$ cat src/rtl/core/frm_pkg.sv
package frm_pkg;

	localparam int EXP_TABLE_DEPTH_DEF = 256;

	localparam int TS_W       = 32;
	localparam int RATE_W     = 28;
	localparam int TAU_W      = 26;
	localparam int MAXI_W     = 20;
	localparam int ALPHA_W    = 16;
	localparam int CFG_IDX_W  = 1;
	localparam int CFG_DATA_W = 26;
	localparam int IN_TDATA_W = 32;
	localparam int OUT_TDATA_W = 88;
	localparam int INST_NUM_W = 29;

	localparam logic [TAU_W-1:0]      TAU_RESET  = 26'd700000;
	localparam logic [TAU_W-1:0]      TAU_MIN    = 26'd10000;
	localparam logic [MAXI_W-1:0]     MAXI_RESET = 20'd250000;
	localparam logic [INST_NUM_W-1:0] INST_SCALE = 29'd256000000;
	localparam logic [RATE_W-1:0]     RATE_MAX   = 28'hFFFFFFF;
	localparam logic [31:0]           EXP_NEG1_Q32 = 32'd1580030169;

	localparam logic [CFG_IDX_W-1:0] REG_TAU          = 1'd0;
	localparam logic [CFG_IDX_W-1:0] REG_MAX_INTERVAL = 1'd1;

	localparam logic [1:0] MUL_W_RATE = 2'd0;
	localparam logic [1:0] MUL_A_INST = 2'd1;
	localparam logic [1:0] MUL_W_TIME = 2'd2;
	localparam logic [1:0] MUL_A_FT   = 2'd3;

	localparam logic [1:0] ACC_HOLD = 2'd0;
	localparam logic [1:0] ACC_LOAD = 2'd1;
	localparam logic [1:0] ACC_ADD  = 2'd2;

	typedef struct packed {
		logic       take;
		logic       commit_prev;
		logic       load_dt;
		logic       div_start;
		logic       div_pos;
		logic       load_inst;
		logic       load_pos;
		logic       rom_hi;
		logic       load_lo;
		logic       load_alpha;
		logic       seed;
		logic [1:0] mul_op;
		logic [1:0] acc_op;
		logic       wb_rate;
		logic       wb_time;
		logic       emit;
		logic       emit_upd;
	} frm_cmd_t;

	typedef struct packed {
		logic skip;
		logic seeded;
		logic div_done;
		logic out_free;
	} frm_status_t;

	// shift-subtract quotient, used only when building the alpha table
	function automatic logic [63:0] frm_div_small(input logic [63:0] num, input logic [5:0] den);
		logic [6:0]  rem;
		logic [63:0] q;
		rem = '0;
		q   = '0;
		for (int b = 63; b >= 0; b--) begin
			rem = {rem[5:0], num[b]};
			if (rem >= {1'b0, den}) begin
				rem  = rem - {1'b0, den};
				q[b] = 1'b1;
			end
		end
		return q;
	endfunction

	// alpha = 1 - exp(-x) in Q0.16, x given in Q32.32
	function automatic logic [15:0] frm_alpha_entry(input logic [63:0] xq);
		logic [4:0]         n;
		logic [31:0]        f;
		logic [95:0]        prod;
		logic [63:0]        term;
		logic signed [67:0] sum;
		logic [63:0]        v;
		logic [95:0]        vp;
		logic [63:0]        a;
		n    = xq[36:32];
		f    = xq[31:0];
		sum  = 68'sh1_0000_0000;
		term = 64'h1_0000_0000;
		for (int k = 1; k <= 40; k++) begin
			prod = {32'b0, term} * {64'b0, f};
			term = frm_div_small(prod[95:32], 6'(k));
			if ((k & 1) == 1)
				sum = sum - $signed({4'b0, term});
			else
				sum = sum + $signed({4'b0, term});
		end
		if (sum < 0)
			sum = '0;
		if (sum > 68'sh1_0000_0000)
			sum = 68'sh1_0000_0000;
		v = sum[63:0];
		for (int j = 0; j < 16; j++) begin
			if (j < int'(n)) begin
				vp = {32'b0, v} * {64'b0, EXP_NEG1_Q32};
				v  = vp[95:32];
			end
		end
		a = (64'h1_0000_0000 - v + 64'h8000) >> 16;
		if (a > 64'd65535)
			a = 64'd65535;
		return a[15:0];
	endfunction

endpackage

$ cat src/rtl/core/frm_ctrl.sv
module frm_ctrl (
	input  logic                 clk,
	input  logic                 arst_n,
	input  logic                 in_valid,
	output logic                 in_ready,
	input  frm_pkg::frm_status_t status,
	output frm_pkg::frm_cmd_t    cmd
);
	import frm_pkg::*;

	localparam logic [4:0] ST_IDLE       = 5'd0;
	localparam logic [4:0] ST_CHECK      = 5'd1;
	localparam logic [4:0] ST_START_INST = 5'd2;
	localparam logic [4:0] ST_WAIT_INST  = 5'd3;
	localparam logic [4:0] ST_SEED       = 5'd4;
	localparam logic [4:0] ST_START_POS  = 5'd5;
	localparam logic [4:0] ST_WAIT_POS   = 5'd6;
	localparam logic [4:0] ST_ROM_LO     = 5'd7;
	localparam logic [4:0] ST_ROM_HI     = 5'd8;
	localparam logic [4:0] ST_ALPHA      = 5'd9;
	localparam logic [4:0] ST_MAC1       = 5'd10;
	localparam logic [4:0] ST_MAC2       = 5'd11;
	localparam logic [4:0] ST_MAC3       = 5'd12;
	localparam logic [4:0] ST_MAC4       = 5'd13;
	localparam logic [4:0] ST_MAC5       = 5'd14;
	localparam logic [4:0] ST_MAC6       = 5'd15;
	localparam logic [4:0] ST_EMIT_SKIP  = 5'd16;
	localparam logic [4:0] ST_EMIT_UPD   = 5'd17;

	logic [4:0] state_q;
	logic [4:0] state_d;

	always_ff @(posedge clk or negedge arst_n) begin
		if (!arst_n)
			state_q <= ST_IDLE;
		else
			state_q <= state_d;
	end

	assign in_ready = (state_q == ST_IDLE);

	always_comb begin
		cmd     = '0;
		state_d = state_q;
		unique case (state_q)
			ST_IDLE: begin
				if (in_valid) begin
					cmd.take = 1'b1;
					state_d  = ST_CHECK;
				end
			end
			ST_CHECK: begin
				cmd.commit_prev = 1'b1;
				cmd.load_dt     = 1'b1;
				state_d = status.skip ? ST_EMIT_SKIP : ST_START_INST;
			end
			ST_START_INST: begin
				cmd.div_start = 1'b1;
				state_d       = ST_WAIT_INST;
			end
			ST_WAIT_INST: begin
				if (status.div_done) begin
					cmd.load_inst = 1'b1;
					state_d = status.seeded ? ST_START_POS : ST_SEED;
				end
			end
			ST_SEED: begin
				cmd.seed = 1'b1;
				state_d  = ST_EMIT_UPD;
			end
			ST_START_POS: begin
				cmd.div_start = 1'b1;
				cmd.div_pos   = 1'b1;
				state_d       = ST_WAIT_POS;
			end
			ST_WAIT_POS: begin
				cmd.div_pos = 1'b1;
				if (status.div_done) begin
					cmd.load_pos = 1'b1;
					state_d      = ST_ROM_LO;
				end
			end
			ST_ROM_LO: begin
				state_d = ST_ROM_HI;
			end
			ST_ROM_HI: begin
				cmd.rom_hi  = 1'b1;
				cmd.load_lo = 1'b1;
				state_d     = ST_ALPHA;
			end
			ST_ALPHA: begin
				cmd.load_alpha = 1'b1;
				state_d        = ST_MAC1;
			end
			ST_MAC1: begin
				cmd.mul_op = MUL_W_RATE;
				state_d    = ST_MAC2;
			end
			ST_MAC2: begin
				cmd.mul_op = MUL_A_INST;
				cmd.acc_op = ACC_LOAD;
				state_d    = ST_MAC3;
			end
			ST_MAC3: begin
				cmd.mul_op = MUL_W_TIME;
				cmd.acc_op = ACC_ADD;
				state_d    = ST_MAC4;
			end
			ST_MAC4: begin
				cmd.mul_op  = MUL_A_FT;
				cmd.acc_op  = ACC_LOAD;
				cmd.wb_rate = 1'b1;
				state_d     = ST_MAC5;
			end
			ST_MAC5: begin
				cmd.acc_op = ACC_ADD;
				state_d    = ST_MAC6;
			end
			ST_MAC6: begin
				cmd.wb_time = 1'b1;
				state_d     = ST_EMIT_UPD;
			end
			ST_EMIT_SKIP: begin
				if (status.out_free) begin
					cmd.emit = 1'b1;
					state_d  = ST_IDLE;
				end
			end
			ST_EMIT_UPD: begin
				if (status.out_free) begin
					cmd.emit     = 1'b1;
					cmd.emit_upd = 1'b1;
					state_d      = ST_IDLE;
				end
			end
			default: begin
				state_d = ST_IDLE;
			end
		endcase
	end

endmodule

$ cat config.mk
export PLATFORM = sky130hd
export DESIGN_NAME = frm_ctrl
export DESIGN_NICKNAME = d
export VERILOG_FILES = /design/src/rtl/core/frm_pkg.sv /design/src/rtl/core/frm_ctrl.sv
export SDC_FILE = /design/constraint.sdc
export NUM_CORES = 1
export LEC_CHECK = 0
export BUFFER_PORTS_ARGS = -buffer_cell sky130_fd_sc_hd__buf_2
export CAP_MARGIN = 20
export CORE_MARGIN = 2
export CORE_UTILIZATION = 35
export CTS_CLUSTER_SIZE = 12
export DETAILED_ROUTE_END_ITERATION = 8
export GPL_TIMING_DRIVEN = 1
export SLEW_MARGIN = 20
export SYNTH_ARGS = -nofsm -noshare
export SYNTH_HDL_FRONTEND = slang
export SYNTH_SLANG_ARGS = --single-unit
$ cat constraint.sdc
create_clock -name clk -period 2.2 [get_ports clk]
set_input_delay 0.11 -clock clk [delete_from_list [all_inputs] [get_ports clk]]
set_output_delay 0.11 -clock clk [all_outputs]
set_load 0.1 [all_outputs]
Word-level counts from Yosys, hierarchy flattened
Index checks and enable logic that the tools add are counted.
{"block": "word_totals", "regBits": 5, "output_inout_bits": 20}
{"block": "classes", "eq_ne": 21, "n_mux": 26, "n_reduce_logical": 8}
{"op": "$pmux 5 s16", "n": 1}
{"op": "$eq 5x4->1 const B", "n": 8}
{"op": "$mux 5", "n": 5}
{"op": "$eq 5x3->1 const B", "n": 4}
{"op": "$mux 1", "n": 14}
{"op": "$reduce_or 2->1", "n": 6}
{"op": "$eq 5x2->1 const B", "n": 2}
{"op": "$eq 5x5->1 const B", "n": 2}
{"op": "$mux 2", "n": 3}
{"op": "$ne 2x2->1 const B", "n": 3}
{"op": "$pmux 2 s3", "n": 1}
{"op": "$eq 5x1->1 const B", "n": 1}
{"op": "$logic_not 5->1", "n": 1}
{"op": "$pmux 2 s2", "n": 1}
{"op": "$reduce_and 4->1", "n": 1}
{"op": "$ne 2x1->1 const B", "n": 1}
{"op": "$pmux 1 s2", "n": 1}

Longest topological paths before layout
Gate-level depths: netlist of the first run.
{"block": "logic_depth", "ltp_word": 4, "ltp_mapped": 5}

Worst setup path before layout of the first run
OpenSTA, ideal clock, no wires.
{"block": "synth_path", "path_type": "flip-flop to output port", "start": "reg state_q[1]", "end": "out cmd[17] (netlist name)", "t_arrival_ps": 4349, "required_time_ps": 2090, "path_slack_ps": -2259, "stages_incl_launch_ff": 5, "path_buffers": 2, "cell_sequence": "dfrtp_1 > buf_2 > nand2b_1 > nor4_1 > buf_4"}
{"element": "from (decl)", "line_no": "frm_ctrl.sv:30", "text": "logic [4:0] state_q;"}
{"element": "from (signal assigned)", "line_no": "frm_ctrl.sv:37", "text": "state_q <= state_d;"}
{"element": "to (decl)", "line_no": "frm_ctrl.sv:7", "text": "output frm_pkg::frm_cmd_t cmd"}

==> summary.md, run 1 <==
| Metric | Value |
|---|---|
| Yosys reg bits | 5 |
| DRC viols | 0 |
| Share of the synthesized area in the top cell type | 22.6% |
| Sequential standard cell area | 125 sq um |
| Area contributors post-synth | dfrtp_1 (23%), nor3_1 (9.9%), nand2b_1 (6.8%) |
| Num rows | 14 |
| Crit path kind | flop to output pin |
| Die ar. | 0.00192 sq mm |
| Largest Register | state_q |
| Fin crit share | 93.2% |
| Clk pin slew, worst setup/hold paths | 0.05 ns |
| First-pass GRT wire length | 2.48 mm |
| Worst-path fanout max | 14 |
| Instance count on the critical path | 4 |
| Hold Path Class | primary input to flop |
| TritonRoute pass-1 iters | 3 |
| Fin nets | 109 |
| CP delay by family, top | simple AND/OR/NAND/NOR gates |
| Post-detail-place hpwl | 1.08 mm |
| Slew Viols, Final | 0 |
| Critical path destination | cmd[18] |
| Die height | 43.8 um |
| Dominant cell by count in the synthesized netlist | nor3_1 |
| Number of global-route vias before repair | 540 |
| Post-Synth XOR/XNOR Area | 6.32% |
| RR Startpoint | state_q[3] |
| Mapped Area | 554 sq um |
| Synth unique cells | 27 |
| FMAX | 488 MHz |
| Gr usage total | 16.8% |
| Startpoint Class | flop |
| Grt total ovfl | 0 |
| Post-synth top cells | nor3_1 (11), nor2_1 (8), nand2b_1 (6) |
| Die W | 43.8 um |
| Initial DRC count | 18 |
| Outcome | complete, no violations |
| Initial antenna violation count | 0 |
| Largest regs | state_q: 5 flops |
| Worst reg2reg setup slack | 0.62 ns |
| Area Growth Syn to Fin | 50.1% |
| Htree depth | 1 |
| Worst relative slew slack | 64.5% |
| Largest net degree at the start of global routing | 15 |
| Via-to-Cell Ratio | 5.06 |
| Via count | 592 |
| Synth area leader | dfrtp_1 |
| Inserted Clock Buffers | 3 |
| Final setup vio count | 0 |
| Post-CTS Setup Bufs | 0 |
| Syn_area_per_cell | 7.49 sq um |
| RSZ-0062 raised after global routing | no |
| Root Buffer | clkbuf_4 |
| Antenna Nets Post-Route | 0 |
| Worst path slowest cell | dfrtp_1 |
| PortBufs | 26 |
| Post-synth top flop | dfrtp_1 |
| Min-Delay Startpoint | status[0] |
| Post-route setup slack | 0.151 ns |
| Post-synthesis adder-cell area fraction | 0% |
| Starting Density | 37.2% |
| Final wirelength | 1.41 mm |
| Synth Instances | 74 |
| CP Buf/Inv Count | 1 |
| CTS max path bufs | 2 |
| WP data required | 2.09 ns |
| Net Count, Synth | 81 |
| Mux share of post-synthesis cell area | 5.42% |
| Reg2reg path depth | 4 |
| Fraction of registers with async set or reset after synthesis | 100% |
| Worst Skew | 0.00424 ns |
| Reg-to-reg endpoint | state_q[2] |
| Worst-Margin Slew | 0.533 ns |
| Crit path time final | 2.05 ns |
| Wire length per cell | 12.1 um |
| MaxCap Viol Count | 0 |
| Final core utilization | 55.9% |
| Post-place setup slack | 0.391 ns |
| Area fraction in compound gates after synthesis | 9.71% |
| Crit-path cells | or3_1 > nor3_4 > and2_4 > buf_12 |
| Max reg flops | 5 |
| Hold Fails Final Rpt | 0 |
| Simple-gate portion of the synthesized area | 45.4% |
| CTS tree | built |
| IO Count | 27 |
| GP Congestion | 0.781 |
| Post-synth EDFFs | 0 |
| Core area | 0.00149 sq mm |
| Worst hold slack | 0.200 ns |
| Post-synthesis sequential area ratio | 22.6% |
| Multi-input logic area | 449 sq um |
| Largest family of logic cells by synthesized area | simple AND/OR/NAND/NOR gates |
| Clock sink total | 5 |
| Worst Setup SP | state_q[0] |
| Yosys warnings | 0 |
| Crit end category | output pin |
| Diodes inserted | 0 |
| Layout cells sized above 1 | 51.5% |
| Max stage delay on crit path | 0.53 ns |
| Critical Path AT | 1.94 ns |
| Clock latency on the worst-skew pair | 0.24 ns |
| Fillers | 140 |
==> what timing repair did <==
item / in CTS / in global routing
gates resized for setup: 0 / 0
endpoints found under the setup margin: 0 / 0
hold buffers: 1 / 0
hold endpoints to repair: 5 / 0
==> per-stage QoR <==
stage / instance area (sq um) / cells / setup TNS, ns
after global routing: 832 / 117 / 0
after floorplan: 633 / 74 / -3.81
after global placement: 796 / 112 / 0
after CTS: 832 / 117 / 0
after detailed placement: 796 / 112 / 0
final: 832 / 117 / 0
==> layout by cell type, fill, tap and decap left out, types with 3 or more instances in the layout <==
cell type,n
clkbuf_4,3
nor2_1,6
nand3_1,4
nor3_2,5
dfrtp_1,5
a21oi_1,3
xor2_1,3
buf_4,5
nand2b_1,6
nor3_1,6
nand2_1,4
buf_2,24
==> worst reg2reg max path, delay by kind of cell (launching register included) <==
family	cells	cell delay [ns]
flip-flops	1	0.56
multiplexers	1	0.28
AND/OR/NAND/NOR	3	0.62
==> how the worst min path moves through the flow <==
stage / slack, ns / depth (start not counted) / end
2_1_floorplan: -0.19 / 0 / state_q[0]
3_3_place_gp: -0.08 / 1 / state_q[2]
3_5_place_dp: -0.07 / 1 / state_q[2]
4_1_cts: 0.20 / 4 / state_q[4]
5_1_grt: 0.21 / 4 / state_q[1]
6_report: 0.20 / 4 / state_q[4]
==> logic make-up (layout without fill, tap and decap cells) <==
group	after synthesis	count (layout)
xor gates and xnor gates	4	4
AOI/OAI and AO/OA	9	9
muxes	2	2
DFF	5	5
buffers and inverters	10	37
and+or+nand+nor	44	44
==> per-layer routing <==
layer	part of all wire (%)	track usage [%]	routed length (um)
met3	4.8	5.42	68
met2	48	26.5	680
met5	0	0	0
met4	0	1.82	0
met1	47	23.0	664
==> area by class of cell <==
class | count | share of cell area (%)
Multi-Input combinational cell | 59 | 54.0
Timing Repair Buffer | 32 | 25.0
Clock buffer | 4 | 3.16
Tap cell | 16 | 2.41
Inverter | 1 | 0.451
Sequential cell | 5 | 15.0
Power of run 1 is not shown: default switching activity piles up to over one toggle a cycle in this logic, so the estimate is an artifact.
==> run 2, diff against run 1 <==
--- a/config.mk
+++ b/config.mk
@@ -9,6 +9,7 @@
 export CAP_MARGIN = 20
 export CORE_MARGIN = 2
 export CORE_UTILIZATION = 35
+export CTS_BUF_LIST = sky130_fd_sc_hd__clkbuf_4 sky130_fd_sc_hd__clkbuf_8
 export CTS_CLUSTER_SIZE = 12
 export DETAILED_ROUTE_END_ITERATION = 8
 export GPL_TIMING_DRIVEN = 1
==> summary.md, run 2 (synthesized netlist as in run 1, its figures left out) <==
| Metric | Value |
|---|---|
| Diodes inserted | 0 (unchanged) |
| Fin crit share | 93.2% (about the same) |
| Final wirelength | 1.43 mm (+1.3%) |
| Layout cells sized above 1 | 52.5% (+0.99 points) |
| DP Area | 796 sq um (unchanged) |
| Reg2reg path depth | 4 (unchanged) |
| CTS resizes | 0 (unchanged) |
| Startpoint Class | flop |
| Commonest non-fill, non-tap cell in the layout | buf_2 |
| Worst reg2reg setup slack | 0.62 ns (about the same) |
| Post-CTS Hold Fix Bufs | 1 (unchanged) |
| Hold Fails Final Rpt | 0 (unchanged) |
| Starting Density | 37.2% (unchanged) |
| Metal-1 WL | 655 um (-1.4%) |
| Via count | 598 (+1.0%) |
| Hold Path Stages | 4 (unchanged) |
| Worst Setup SP | state_q[0] |
| Setup TNS Final | 0 ns (unchanged) |
| Clk pin slew, worst setup/hold paths | 0.05 ns (about the same) |
| Initial antenna violation count | 0 (unchanged) |
| Slew Viols, Final | 0 (unchanged) |
| First-pass GRT wire length | 2.51 mm (+1.4%) |
| Area Growth Syn to Fin | 50.8% |
| Most frequent cells in the layout | buf_2 (24), nand2b_1 (6), nor3_1 (6), nor2_1 (6) |
| Crit-path cells | or3_1 > nor3_4 > and2_4 > buf_12 |
| Uppermost layer routed | met3 |
| Hold Path Class | primary input to flop |
| RR Startpoint | state_q[3] |
| Die W | 43.8 um (unchanged) |
| Die ar. | 0.00192 sq mm (unchanged) |
| Worst-Margin Slew | 0.534 ns (+0.000965 ns) |
| Core area | 0.00149 sq mm (unchanged) |
| Clock sink total | 5 (unchanged) |
| Worst-path fanout max | 14 (unchanged) |
| Worst Skew | 0.00495 ns (+0.000708 ns) |
| Antenna Nets Post-Route | 0 (unchanged) |
| Htree depth | 1 (unchanged) |
| Inserted Clock Buffers | 3 (unchanged) |
| Number of global-route vias before repair | 553 (+2.4%) |
| Fin area | 836 sq um (+0.45%) |
| Reg-to-reg endpoint | state_q[2] |
| CTS max path bufs | 2 (unchanged) |
| Num rows | 14 (unchanged) |
| Max reg flops | 5 (unchanged) |
| Root Buffer | clkbuf_4 |
| PortBufs | 26 (unchanged) |
| WP data required | 2.09 ns (about the same) |
| Crit path kind | flop to output pin |
| Met3 WL | 68 um (unchanged) |
| GP Congestion | 0.781 (unchanged) |
| Worst path slowest cell | dfrtp_1 |
| Met2 wire length | 708 um (+4.1%) |
| Max stage delay on crit path | 0.53 ns (about the same) |
| Worst relative slew slack | 64.4% (about the same) |
| FMAX | 488 MHz (about the same) |
| Worst hold slack | 0.201 ns (+0.00138 ns) |
| Largest regs | state_q: 5 flops |
| Crit path time final | 2.05 ns (+0.000757 ns) |
| Die height | 43.8 um (unchanged) |
| Largest Register | state_q |
| Final setup vio count | 0 (unchanged) |
| Via-to-Cell Ratio | 5.11 (+1.0%) |
| Post-detail-place hpwl | 1.08 mm (unchanged) |
| Initial DRC count | 8 (-10) |
| CTS tree | built |
| Wire length per cell | 12.2 um (+1.3%) |
| Critical Path AT | 1.94 ns (about the same) |
| TritonRoute pass-1 iters | 4 (+1) |
| Crit end category | output pin |
| Outcome | complete, no violations |
| Post-CTS Setup Bufs | 0 (unchanged) |
| Grt total ovfl | 0 (unchanged) |
| Fillers | 141 (+0.71%) |
| Largest net degree at the start of global routing | 15 (unchanged) |
| IO Count | 27 (unchanged) |
| DRC viols | 0 (unchanged) |
| Clock latency on the worst-skew pair | 0.24 ns (about the same) |
| RSZ-0062 raised after global routing | no |
| Critical path destination | cmd[18] |
| Fin nets | 109 (unchanged) |
| MaxCap Viol Count | 0 (unchanged) |
| Gr usage total | 17.0% (+0.26 points) |
-- run 2: changes by cell type in the layout (fill, tap and decap cells not counted) --
cell / change
clkbuf_4: +1
clkbuf_1: -1
-- run 2: layer usage --
metal,GRT usage (%),vias up
met5,0,-
met4,1.82,0
met3,5.42,0
met2,27.6,17
met1,22.7,271
li1,-,310
-- run 2: metrics by stage --
step	cells	util, %	setup WS [ns]
final	117	56.1	0.150
after global routing	117	56.1	0.0440
after CTS	117	56.1	0.130
after detailed placement	112	53.4	0.391
after global placement	112	53.4	0.463
after floorplan	74	-	-0.828
-- run 2: worst min-delay path by stage --
stage | startpoint | to | slack (ns)
floorplan | arst_n | state_q[0] | -0.19
global placement | arst_n | state_q[2] | -0.08
detailed placement | arst_n | state_q[2] | -0.07
CTS | status[0] | state_q[4] | 0.20
global route | status[1] | state_q[1] | 0.21
finish | status[0] | state_q[4] | 0.20
-- run 2: area by class of cell --
class,instances,area [sq um],share of cell area [%]
clock buffer,4,30.0,3.59
inverter,1,3.75,0.449
multi-input combinational,59,449,53.7
sequential,5,125,15.0
tap,16,20.0,2.40
timing repair buffer,32,208,24.9
-- run 2: critical path: cells and delay by family, from the launching register on --
family | cells | cell delay [ns]
buffers and inverters | 1 | 0.16
DFF | 1 | 0.53
and+or+nand+nor | 3 | 1.00
Power of run 2 is left out for the same reason.
==> run 3, diff against run 2 <==
--- a/config.mk
+++ b/config.mk
@@ -13,6 +13,7 @@
 export CTS_CLUSTER_SIZE = 12
 export DETAILED_ROUTE_END_ITERATION = 8
 export GPL_TIMING_DRIVEN = 1
+export PLACE_DENSITY = 0.68
 export SLEW_MARGIN = 20
 export SYNTH_ARGS = -nofsm -noshare
 export SYNTH_HDL_FRONTEND = slang
==> summary.md, run 3 (synthesized netlist as in run 1, its figures left out) <==
| Metric | Value |
|---|---|
| Outcome | complete, no violations |
| Worst-path fanout max | 14 (unchanged) |
| Via-to-Cell Ratio | 5.44 (+6.5%) |
| Largest net degree at the start of global routing | 16 (+1) |
| Startpoint Class | flop |
| Htree depth | 1 (unchanged) |
| GP Congestion | 0.826 (+5.8%) |
| Final core utilization | 55.0% (-1.2 points) |
| Max reg flops | 5 (unchanged) |
| Post-route setup slack | 0.161 ns (+0.0109 ns) |
| First-pass GRT wire length | 2.43 mm (-3.3%) |
| Crit path time final | 2.04 ns (-0.0109 ns) |
| DP Area | 781 sq um (-1.9%) |
| Worst relative slew slack | 52.7% (-12 points) |
| IO Count | 27 (unchanged) |
| Die ar. | 0.00192 sq mm (unchanged) |
| Fin area | 818 sq um (-2.1%) |
| Via count | 626 (+4.7%) |
| DRC viols | 0 (unchanged) |
| Final wirelength | 1.47 mm (+2.9%) |
| Fillers | 153 (+8.5%) |
| Final cell count without fillers | 115 (-1.7%) |
| CTS max path bufs | 2 (unchanged) |
| Met2 wire length | 785 um (+11%) |
| Initial antenna violation count | 0 (unchanged) |
| Inserted Clock Buffers | 3 (unchanged) |
| Met3 WL | 59 um (-13%) |
| Clock latency on the worst-skew pair | 0.25 ns (about the same) |
| Final setup vio count | 0 (unchanged) |
| Number of global-route vias before repair | 561 (+1.4%) |
| TritonRoute pass-1 iters | 4 (unchanged) |
| Gr usage total | 17.0% (+0.029 points) |
| Post-detail-place hpwl | 1.15 mm (+6.3%) |
| Commonest non-fill, non-tap cell in the layout | buf_2 |
| CTS resizes | 0 (unchanged) |
| RR Startpoint | state_q[3] |
| Starting Density | 37.2% (unchanged) |
| Uppermost layer routed | met4 |
| Min-Delay Startpoint | status[0] |
| MaxCap Viol Count | 0 (unchanged) |
| Diodes inserted | 0 (unchanged) |
| Post-place setup slack | 0.416 ns (+0.0254 ns) |
| Initial DRC count | 14 (+6) |
| Area Growth Syn to Fin | 47.6% |
| Hold Fails Final Rpt | 0 (unchanged) |
| Antenna Nets Post-Route | 0 (unchanged) |
| Reg2reg path depth | 4 (unchanged) |
| Metal-1 WL | 617 um (-5.8%) |
| Core area | 0.00149 sq mm (unchanged) |
| WP data required | 2.09 ns (about the same) |
| Largest regs | state_q: 5 flops |
| Die height | 43.8 um (unchanged) |
| Worst Skew | 0.00575 ns (+0.000802 ns) |
| Fin nets | 107 (-1.8%) |
| Reg-to-reg endpoint | state_q[0] |
| Num rows | 14 (unchanged) |
| Worst reg2reg setup slack | 0.51 ns (-0.11 ns) |
| Clk pin slew, worst setup/hold paths | 0.05 ns (about the same) |
| Largest Register | state_q |
| Most frequent cells in the layout | buf_2 (24), nand2b_1 (6), nor3_1 (6), nor2_1 (6) |
| Clock sink total | 5 (unchanged) |
| Wire length per cell | 12.8 um (+4.7%) |
| Worst Hold End | state_q[4] |
| Critical Path AT | 1.93 ns (about the same) |
| Cell count after placement | 110 (-1.8%) |
| PortBufs | 26 (unchanged) |
| CTS tree | built |
| Crit path kind | flop to output pin |
| Worst-Margin Slew | 0.710 ns (+0.176 ns) |
| Grt total ovfl | 0 (unchanged) |
| FMAX | 490 MHz (+0.53%) |
| Die W | 43.8 um (unchanged) |
| Fin crit share | 92.7% (-0.50 points) |
| Crit end category | output pin |
| Root Buffer | clkbuf_4 |
| Hold Path Class | primary input to flop |
| Layout cells sized above 1 | 51.5% (-0.96 points) |
| Hold Path Stages | 4 (unchanged) |
| Slew Viols, Final | 0 (unchanged) |
| RSZ-0062 raised after global routing | no |
## run 3: cell count changes in the layout (fill, tap and decap cells not counted), sizes merged
cell / delta
buf: -2
clkbuf: -1
clkinv: +1
## run 3: layer usage
metal / global-route usage, % / up-vias
met1: 20.8 / 287
met3: 2.92 / 2
met5: 0 / -
li1: - / 311
met2: 27.4 / 26
met4: 10.9 / 0
## run 3: worst max-delay path by stage
| stage | from | end | slack (ns) | cells after the start |
|---|---|---|---|---|
| 3_5_place_dp | state_q[0] | cmd[18] | 0.42 | 4 |
| 2_1_floorplan | state_q[1] | cmd[3] | -0.83 | 3 |
| 5_1_grt | state_q[0] | cmd[18] | 0.04 | 4 |
| 4_1_cts | state_q[0] | cmd[18] | 0.15 | 4 |
| 3_3_place_gp | state_q[0] | cmd[18] | 0.46 | 4 |
| 6_report | state_q[0] | cmd[18] | 0.16 | 4 |
## run 3: layout make-up
class	instances	area (sq um)	area share, %
clock inverters	1	5.00	0.612
clock buffers	3	22.5	2.75
well taps	16	20.0	2.45
multi-input cells	59	449	54.9
inverters	1	3.75	0.459
repair buffers	30	193	23.5
flip-flops and latches	5	125	15.3
## run 3: timing repair
| item | 4_1_cts | 5_1_grt |
|---|---|---|
| buffers inserted | 0 | 0 |
| hold buffers | 1 | 0 |
| endpoints found under the hold margin | 5 | 0 |
## run 3: worst max-delay path, stage by stage, from the launching register on
cell	delay, ns
dfrtp_1	0.53
or3_1	0.53
nor3_4	0.27
and2_4	0.19
buf_12	0.16
## run 3: through the flow
| stage | hold slack (ns) | TNS (ns) |
|---|---|---|
| floorplan | -0.186 | -3.81 |
| finish | 0.189 | 0 |
| global route | 0.213 | 0 |
| CTS | 0.185 | 0 |
| detailed placement | -0.0663 | 0 |
| global placement | -0.0724 | 0 |
Power of run 3 is left out for the same reason.
